$ cat config.mk
export PLATFORM = sky130hd
export DESIGN_NAME = descending_sort_with_index_tags
export DESIGN_NICKNAME = d
export VERILOG_FILES = /design/src/rtl/dsit_pkg.sv /design/src/rtl/dsit_cell.sv /design/src/rtl/descending_sort_with_index_tags.sv
export SDC_FILE = /design/constraint.sdc
export NUM_CORES = 2
export LEC_CHECK = 0
export ABC_AREA = 1
export BUFFER_PORTS_ARGS = -buffer_cell sky130_fd_sc_hd__buf_2
export CORE_UTILIZATION = 45
export CTS_CLUSTER_DIAMETER = 200
export CTS_CLUSTER_SIZE = 24
export DETAILED_ROUTE_END_ITERATION = 6
export SLEW_MARGIN = 20
export SYNTH_ARGS = -nofsm -noshare
export SYNTH_HDL_FRONTEND = slang
export SYNTH_HIERARCHICAL = 1
export SYNTH_SLANG_ARGS = --single-unit
$ cat constraint.sdc
create_clock -name clk -period 23.6 [get_ports clk]
set_input_delay 1.18 -clock clk [delete_from_list [all_inputs] [get_ports clk]]
set_output_delay 1.18 -clock clk [all_outputs]
set_load 0.005 [all_outputs]
$ cat src/rtl/dsit_pkg.sv
// Package for the descending sort block with arrival-index tags.
// It holds the field widths, the register codes, the controller states and the cell types.
// Every module of the block imports it.
package dsit_pkg;

  localparam int DATA_W        = 16;
  localparam int IDX_W         = 6;
  localparam int MAX_ITEMS_DEF = 64;
  localparam int REG_ADDR_W    = 2;
  localparam int OUT_TDATA_W   = 32;

  localparam logic signed [DATA_W-1:0] THR_LOW_RST  = 16'sd10;
  localparam logic signed [DATA_W-1:0] THR_MID_RST  = 16'sd11;
  localparam logic signed [DATA_W-1:0] THR_HIGH_RST = 16'sd20;

  localparam logic [REG_ADDR_W-1:0] REG_THR_LOW  = 2'd0;
  localparam logic [REG_ADDR_W-1:0] REG_THR_MID  = 2'd1;
  localparam logic [REG_ADDR_W-1:0] REG_THR_HIGH = 2'd2;

  typedef enum logic {
    ST_FILL,
    ST_DRAIN
  } state_t;

  typedef struct packed {
    logic                     valid;
    logic signed [DATA_W-1:0] value;
    logic [IDX_W-1:0]         index;
  } cell_data_t;

  typedef struct packed {
    logic                     insert;
    logic                     shift;
    logic signed [DATA_W-1:0] value;
    logic [IDX_W-1:0]         index;
  } cell_ctrl_t;

endpackage

$ cat src/rtl/dsit_cell.sv
// One cell of the sorting chain: holds a value, its arrival tag and a valid bit.
// On an insert request it keeps, takes the new value or takes its left neighbor's entry;
// on a shift it takes its right neighbor's entry. Depends on dsit_pkg.
module dsit_cell (
  input  logic                clk,
  input  logic                rst,
  input  dsit_pkg::cell_ctrl_t ctrl,
  input  logic                left_keep,
  input  dsit_pkg::cell_data_t left_data,
  input  dsit_pkg::cell_data_t right_data,
  output dsit_pkg::cell_data_t data,
  output logic                keep
);
  import dsit_pkg::*;

  cell_data_t data_next;

  // A held value that is not below the new one stays, so equal values keep arrival order.
  assign keep = data.valid && (data.value >= ctrl.value);

  always_comb begin
    data_next = data;
    if (ctrl.shift) begin
      data_next = right_data;
    end else if (ctrl.insert && !keep) begin
      if (left_keep) begin
        data_next.valid = 1'b1;
        data_next.value = ctrl.value;
        data_next.index = ctrl.index;
      end else begin
        data_next = left_data;
      end
    end
  end

  always_ff @(posedge clk) begin
    if (rst) begin
      data.valid <= 1'b0;
    end else begin
      data.valid <= data_next.valid;
    end
    data.value <= data_next.value;
    data.index <= data_next.index;
  end

endmodule

$ cat src/rtl/descending_sort_with_index_tags.sv
// Top level of the descending sort block: chain of insertion cells, controller and output stage.
// Depends on dsit_pkg and dsit_cell.
//
// Usage:
//   The slave stream carries one signed 16-bit value per request in s_tdata[15:0]; s_tlast
//   marks the last value of a set. Each value gets its arrival position as a tag and is
//   placed into a chain of MAX_ITEMS cells kept sorted from largest to smallest, one
//   request per cycle while the block is filling. Equal values keep arrival order.
//   When the request with s_tlast is taken, the chain drains one entry per cycle while the
//   output is not stalled, through cell 0 into an output register. The master stream gives
//   each result with its tag, three threshold flags, an overflow flag and m_tlast on the last
//   result of the run. The final request moves the controller to draining; cell 0 is then
//   loaded into the output register. No request is taken from the final request until the
//   chain is empty and the controller has returned to filling. Values beyond MAX_ITEMS are
//   dropped and flag overflow on the whole run. When m_tready is low while a result is held,
//   the output register holds and the chain stops shifting. The threshold registers are
//   written through cfg_we, cfg_addr and cfg_wdata; the user must write them only while
//   idle, which the block itself does not enforce.
//   A synchronous reset empties the chain, clears the count and the output valid, and
//   restores the thresholds to 10, 11 and 20.
module descending_sort_with_index_tags #(
  parameter int MAX_ITEMS = dsit_pkg::MAX_ITEMS_DEF
) (
  input  logic                                  clk,
  input  logic                                  rst,
  input  logic                                  s_tvalid,
  output logic                                  s_tready,
  // s_tdata fields from bit 0: sample_value[15:0].
  input  logic [dsit_pkg::DATA_W-1:0]           s_tdata,
  input  logic                                  s_tlast,
  output logic                                  m_tvalid,
  input  logic                                  m_tready,
  // m_tdata fields from bit 0: sorted_value[15:0], original_index[21:16], below_low[22],
  // below_mid[23], below_high[24], overflow[25], zero fill[31:26].
  output logic [dsit_pkg::OUT_TDATA_W-1:0]      m_tdata,
  output logic                                  m_tlast,
  input  logic                                  cfg_we,
  input  logic [dsit_pkg::REG_ADDR_W-1:0]       cfg_addr,
  input  logic [dsit_pkg::DATA_W-1:0]           cfg_wdata
);
  import dsit_pkg::*;

  localparam int CNT_W = $clog2(MAX_ITEMS + 1);

  state_t state, state_next;
  logic [CNT_W-1:0] item_count;
  logic overflow_seen;
  logic run_overflow;
  logic signed [DATA_W-1:0] thr_low, thr_mid, thr_high;

  cell_ctrl_t ctrl;
  cell_data_t cells [MAX_ITEMS];
  logic [MAX_ITEMS-1:0] keeps;
  logic [MAX_ITEMS-1:0] valids;

  logic in_take, store_full, load;
  logic signed [DATA_W-1:0] out_value;
  logic [IDX_W-1:0] out_index;
  logic out_low, out_mid, out_high, out_ovf;

  assign s_tready   = (state == ST_FILL);
  assign in_take    = s_tvalid && s_tready;
  assign store_full = (item_count == CNT_W'(MAX_ITEMS));
  assign load       = (state == ST_DRAIN) && cells[0].valid && (!m_tvalid || m_tready);

  always_comb begin
    ctrl.insert = in_take && !store_full;
    ctrl.shift  = load;
    ctrl.value  = s_tdata;
    ctrl.index  = IDX_W'(item_count);
  end

  for (genvar i = 0; i < MAX_ITEMS; i++) begin : g_cell
    cell_data_t left_d, right_d;
    logic left_k;
    if (i == 0) begin : g_first
      assign left_k = 1'b1;
      assign left_d = '0;
    end else begin : g_mid
      assign left_k = keeps[i-1];
      assign left_d = cells[i-1];
    end
    if (i == MAX_ITEMS - 1) begin : g_last
      assign right_d = '0;
    end else begin : g_inner
      assign right_d = cells[i+1];
    end
    dsit_cell u_cell (
      .clk        (clk),
      .rst        (rst),
      .ctrl       (ctrl),
      .left_keep  (left_k),
      .left_data  (left_d),
      .right_data (right_d),
      .data       (cells[i]),
      .keep       (keeps[i])
    );
    assign valids[i] = cells[i].valid;
  end

  always_comb begin
    state_next = state;
    unique case (state)
      ST_FILL: begin
        if (in_take && s_tlast) begin
          state_next = ST_DRAIN;
        end
      end
      ST_DRAIN: begin
        if (!cells[0].valid) begin
          state_next = ST_FILL;
        end
      end
      default: state_next = ST_FILL;
    endcase
  end

  always_ff @(posedge clk) begin
    if (rst) begin
      state         <= ST_FILL;
      item_count    <= '0;
      overflow_seen <= 1'b0;
      run_overflow  <= 1'b0;
      thr_low       <= THR_LOW_RST;
      thr_mid       <= THR_MID_RST;
      thr_high      <= THR_HIGH_RST;
      m_tvalid      <= 1'b0;
    end else begin
      state <= state_next;
      if (in_take) begin
        if (s_tlast) begin
          item_count    <= '0;
          overflow_seen <= 1'b0;
          run_overflow  <= overflow_seen || store_full;
        end else if (store_full) begin
          overflow_seen <= 1'b1;
        end else begin
          item_count <= item_count + 1'b1;
        end
      end
      if (cfg_we) begin
        unique case (cfg_addr)
          REG_THR_LOW:  thr_low  <= cfg_wdata;
          REG_THR_MID:  thr_mid  <= cfg_wdata;
          REG_THR_HIGH: thr_high <= cfg_wdata;
          default: ;
        endcase
      end
      if (load) begin
        m_tvalid <= 1'b1;
      end else if (m_tready) begin
        m_tvalid <= 1'b0;
      end
    end
  end

  always_ff @(posedge clk) begin
    if (load) begin
      out_value <= cells[0].value;
      out_index <= cells[0].index;
      out_low   <= cells[0].value < thr_low;
      out_mid   <= cells[0].value < thr_mid;
      out_high  <= cells[0].value < thr_high;
      out_ovf   <= run_overflow;
      m_tlast   <= (MAX_ITEMS > 1) ? !cells[1 % MAX_ITEMS].valid : 1'b1;
    end
  end

  assign m_tdata = {{(OUT_TDATA_W - DATA_W - IDX_W - 4){1'b0}},
                    out_ovf, out_high, out_mid, out_low, out_index, out_value};

  // While filling, the occupied cells match the number of values held.
  a_count_matches: assert property (@(posedge clk) disable iff (rst)
    state == ST_FILL |-> $countones(valids) == int'(item_count))
    else $error("chain occupancy differs from item count");

  // A final request starts a drain with a fresh count.
  a_final_starts_drain: assert property (@(posedge clk) disable iff (rst)
    in_take && s_tlast |=> state == ST_DRAIN && item_count == '0 && !overflow_seen)
    else $error("final request did not start a drain");

  // Results are only loaded while draining.
  a_load_in_drain: assert property (@(posedge clk) disable iff (rst)
    state == ST_FILL |=> !($rose(m_tvalid) && $past(state) == ST_FILL))
    else $error("result produced while filling");

endmodule

==> impl_metrics.tcl <==
set metrics [dict create \
    run_status "complete, no violations" \
    route.antenna.remaining_nets 0 \
    final_layout_size_suffix_gt1_frac 0.0700 \
    max_stage_delay_ps 680 \
    utilization 0.476 \
    rsz0062_at_grt "false" \
    number_of_global_route_vias_before_repair 88400 \
    worst_path_dominant_cell_family "buffers and inverters" \
    vias 94600 \
    power.density_nw_per_um2 71.6 \
    final.min_clock_period_ps 6090 \
    design.portCount 75 \
    syn_to_final_growth_pct 5.11 \
    critical_path.endpoint_type "flop" \
    critical_path_class "flop to flop" \
    die_height_um 496 \
    timing.fmax_mhz 164 \
    fin_setup_tns_ps 0 \
    power.switching_mw 3.07 \
    worst_pin_slew_ps 1180 \
    start_util 0.452 \
    grt_remaining_overflow 0 \
    drc 0 \
    worstPathRequired_ps 23980 \
    cts_buffer_depth 3 \
    critPathLaunchType "flop" \
    io_buffer_count 68 \
    post_cts_buffers 0 \
    fillCellCount 24200 \
    route.detailed.wl_per_inst_um 20.1 \
    finish.net_count 14900 \
    min_path_type "flop to flop" \
    finClkSkew_ps 43.0 \
    grt_pass1_wl_um 530000 \
    cts.hold.buffers_added 0 \
    cts_resized 0 \
    timing.final.hold_violations 0 \
    final_period_utilization 0.258 \
    vias_per_cell 5.56 \
    worst_path_max_delay_cell "buf_4" \
    critical_path_arrival_ps 6470 \
    track_usage 0.271 \
    clkLatencyLatePin_ps 780 \
    synth_area_um2 110000 \
    total_leakage_power_nw 54.7 \
    drt_first_pass_iters 6 \
    clock_tree.root_cell "clkbuf_16" \
    synth.avg_cell_area_um2 7.85 \
    clkPwrFrac 0.193 \
    pwr-share-seq 0.516 \
    finalSetupViolations 0 \
    detailedPlacementHpwl_um 240000 \
    critical_path.cell_chain "nand2_1 -> a21oi_4 -> buf_4 -> buf_4 -> buf_4 -> buf_12 -> buf_4 -> buf_4 -> inv_4 -> nand2_2" \
    finalPower_mw 8.27 \
    maxSlewHeadroom 0.216 \
    grt_antenna_before_repair 4 \
    synthesis.instances 14000 \
    p_int_mw 5.20 \
    globalplace.congestion 0.895 \
    wirelength_um 342000 \
    worst_setup_hold_path_clk_slew_ps 110 \
    cts_buffers 74 \
    fp.dieArea_um2 246000 \
    worst_path_most_repeated_cell "buf_4" \
    path_buf_inv 7 \
    tritoncts "yes" \
    grt_max_degree 165 \
    comb_power_share 0.291 \
    fp-row-count 181 \
    max-cap-violations 0 \
    synth_warn 6 \
    worst-r2r-setup-slack_ps 17510 \
    initialDrtViolationCount 9890 \
    power.share.switching 0.371 \
    final-max-slew-violation-count 0 \
    h_tree_lvls 3 \
    area_of_the_core_region_um2 243000 \
    clock-sinks 1558 \
    max-vdd-ir-drop_uv 50.9 \
    worstPathMaxFanout 134 \
    fp.dieW_um 496 \
]
## path summary, 6_finish.rpt
path                             startpoint                        end  cells past startpoint
setup reg to reg  g_cell[0].u_cell/data[22]  g_cell[56].u_cell/data[1]                     10
setup / recovery  g_cell[0].u_cell/data[22]  g_cell[56].u_cell/data[1]                     10
hold reg to reg                run_overflow                    out_ovf                      0
hold / removal                 run_overflow                    out_ovf                      0
## cell usage in the layout (no fill, tap or decap), drive strengths merged
cell and count:
dfxtp 123, o31ai 64, nand2 3348, nand3 267, a21oi 3269, clkinv 4, o21bai 1, ha 1071
conb 57, diode 5, o211ai 6, inv 2007, clkbuf 134, o21ai 52, nand4 132, a21o 1
edfxtp 1435, buf 163, nand3b 1, nor2 1615, o22ai 64, nor3 11
## power by group through the flow
| stage | sequential [mW] | combinational [mW] | clock [mW] |
|---|---|---|---|
| 6_report | 4.27 | 2.40 | 1.60 |
| 5_1_grt | 4.31 | 2.76 | 1.70 |
| 4_1_cts | 4.26 | 2.38 | 1.63 |
| 3_5_place_dp | 4.32 | 2.37 | 0 |
| 3_3_place_gp | 4.33 | 2.32 | 0 |
| 2_1_floorplan | 4.00 | 1.88 | 0 |
## routing by layer
layer / part of all wire / routed length, µm / global-route usage
met1: 0.46 / 157000 / 0.399
met5: 0.000056 / 19 / 0
met2: 0.45 / 153000 / 0.428
met4: 0.025 / 8540 / 0.0650
met3: 0.069 / 23600 / 0.0257
## flip-flops by register name, indices dropped and copies added, names as in the netlist, 6 cells and up
register and flops:
thr_mid 16, out_index 6, thr_low 16, out_value 16, g_cell.u_cell/data 1472, thr_high 16, item_count 7
## metrics by stage
step | cell area, µm² | instances | setup WS [ps] | hold WS, ps
2_1_floorplan | 110000 | 14100 | 321 | 409
3_3_place_gp | 113000 | 16900 | 16940 | 432
3_5_place_dp | 113000 | 16900 | 16930 | 419
4_1_cts | 116000 | 17000 | 17580 | 457
5_1_grt | 116000 | 17000 | 17220 | 467
6_report | 116000 | 17000 | 17510 | 457
## worst register-to-register path: stages, from the launching register on
cell and delay, ps:
dfxtp_1 440, nand2_1 180, a21oi_4 330, buf_4 570, buf_4 670, buf_4 650, buf_12 590, buf_4 730
buf_4 720, inv_4 270, nand2_2 540
## layout make-up
| type | instances | area, µm² | area share |
|---|---|---|---|
| clock inverters | 5 | 66.3 | 0.000574 |
| repair buffers | 164 | 1220 | 0.0105 |
| well taps | 3202 | 4010 | 0.0347 |
| clock buffers | 133 | 2130 | 0.0184 |
| diodes | 5 | 12.5 | 0.000108 |
| flip-flops and latches | 1558 | 45600 | 0.394 |
| multi-input cells | 9959 | 54900 | 0.475 |
| inverters | 2006 | 7700 | 0.0666 |
(Power assumes the default switching activity.)
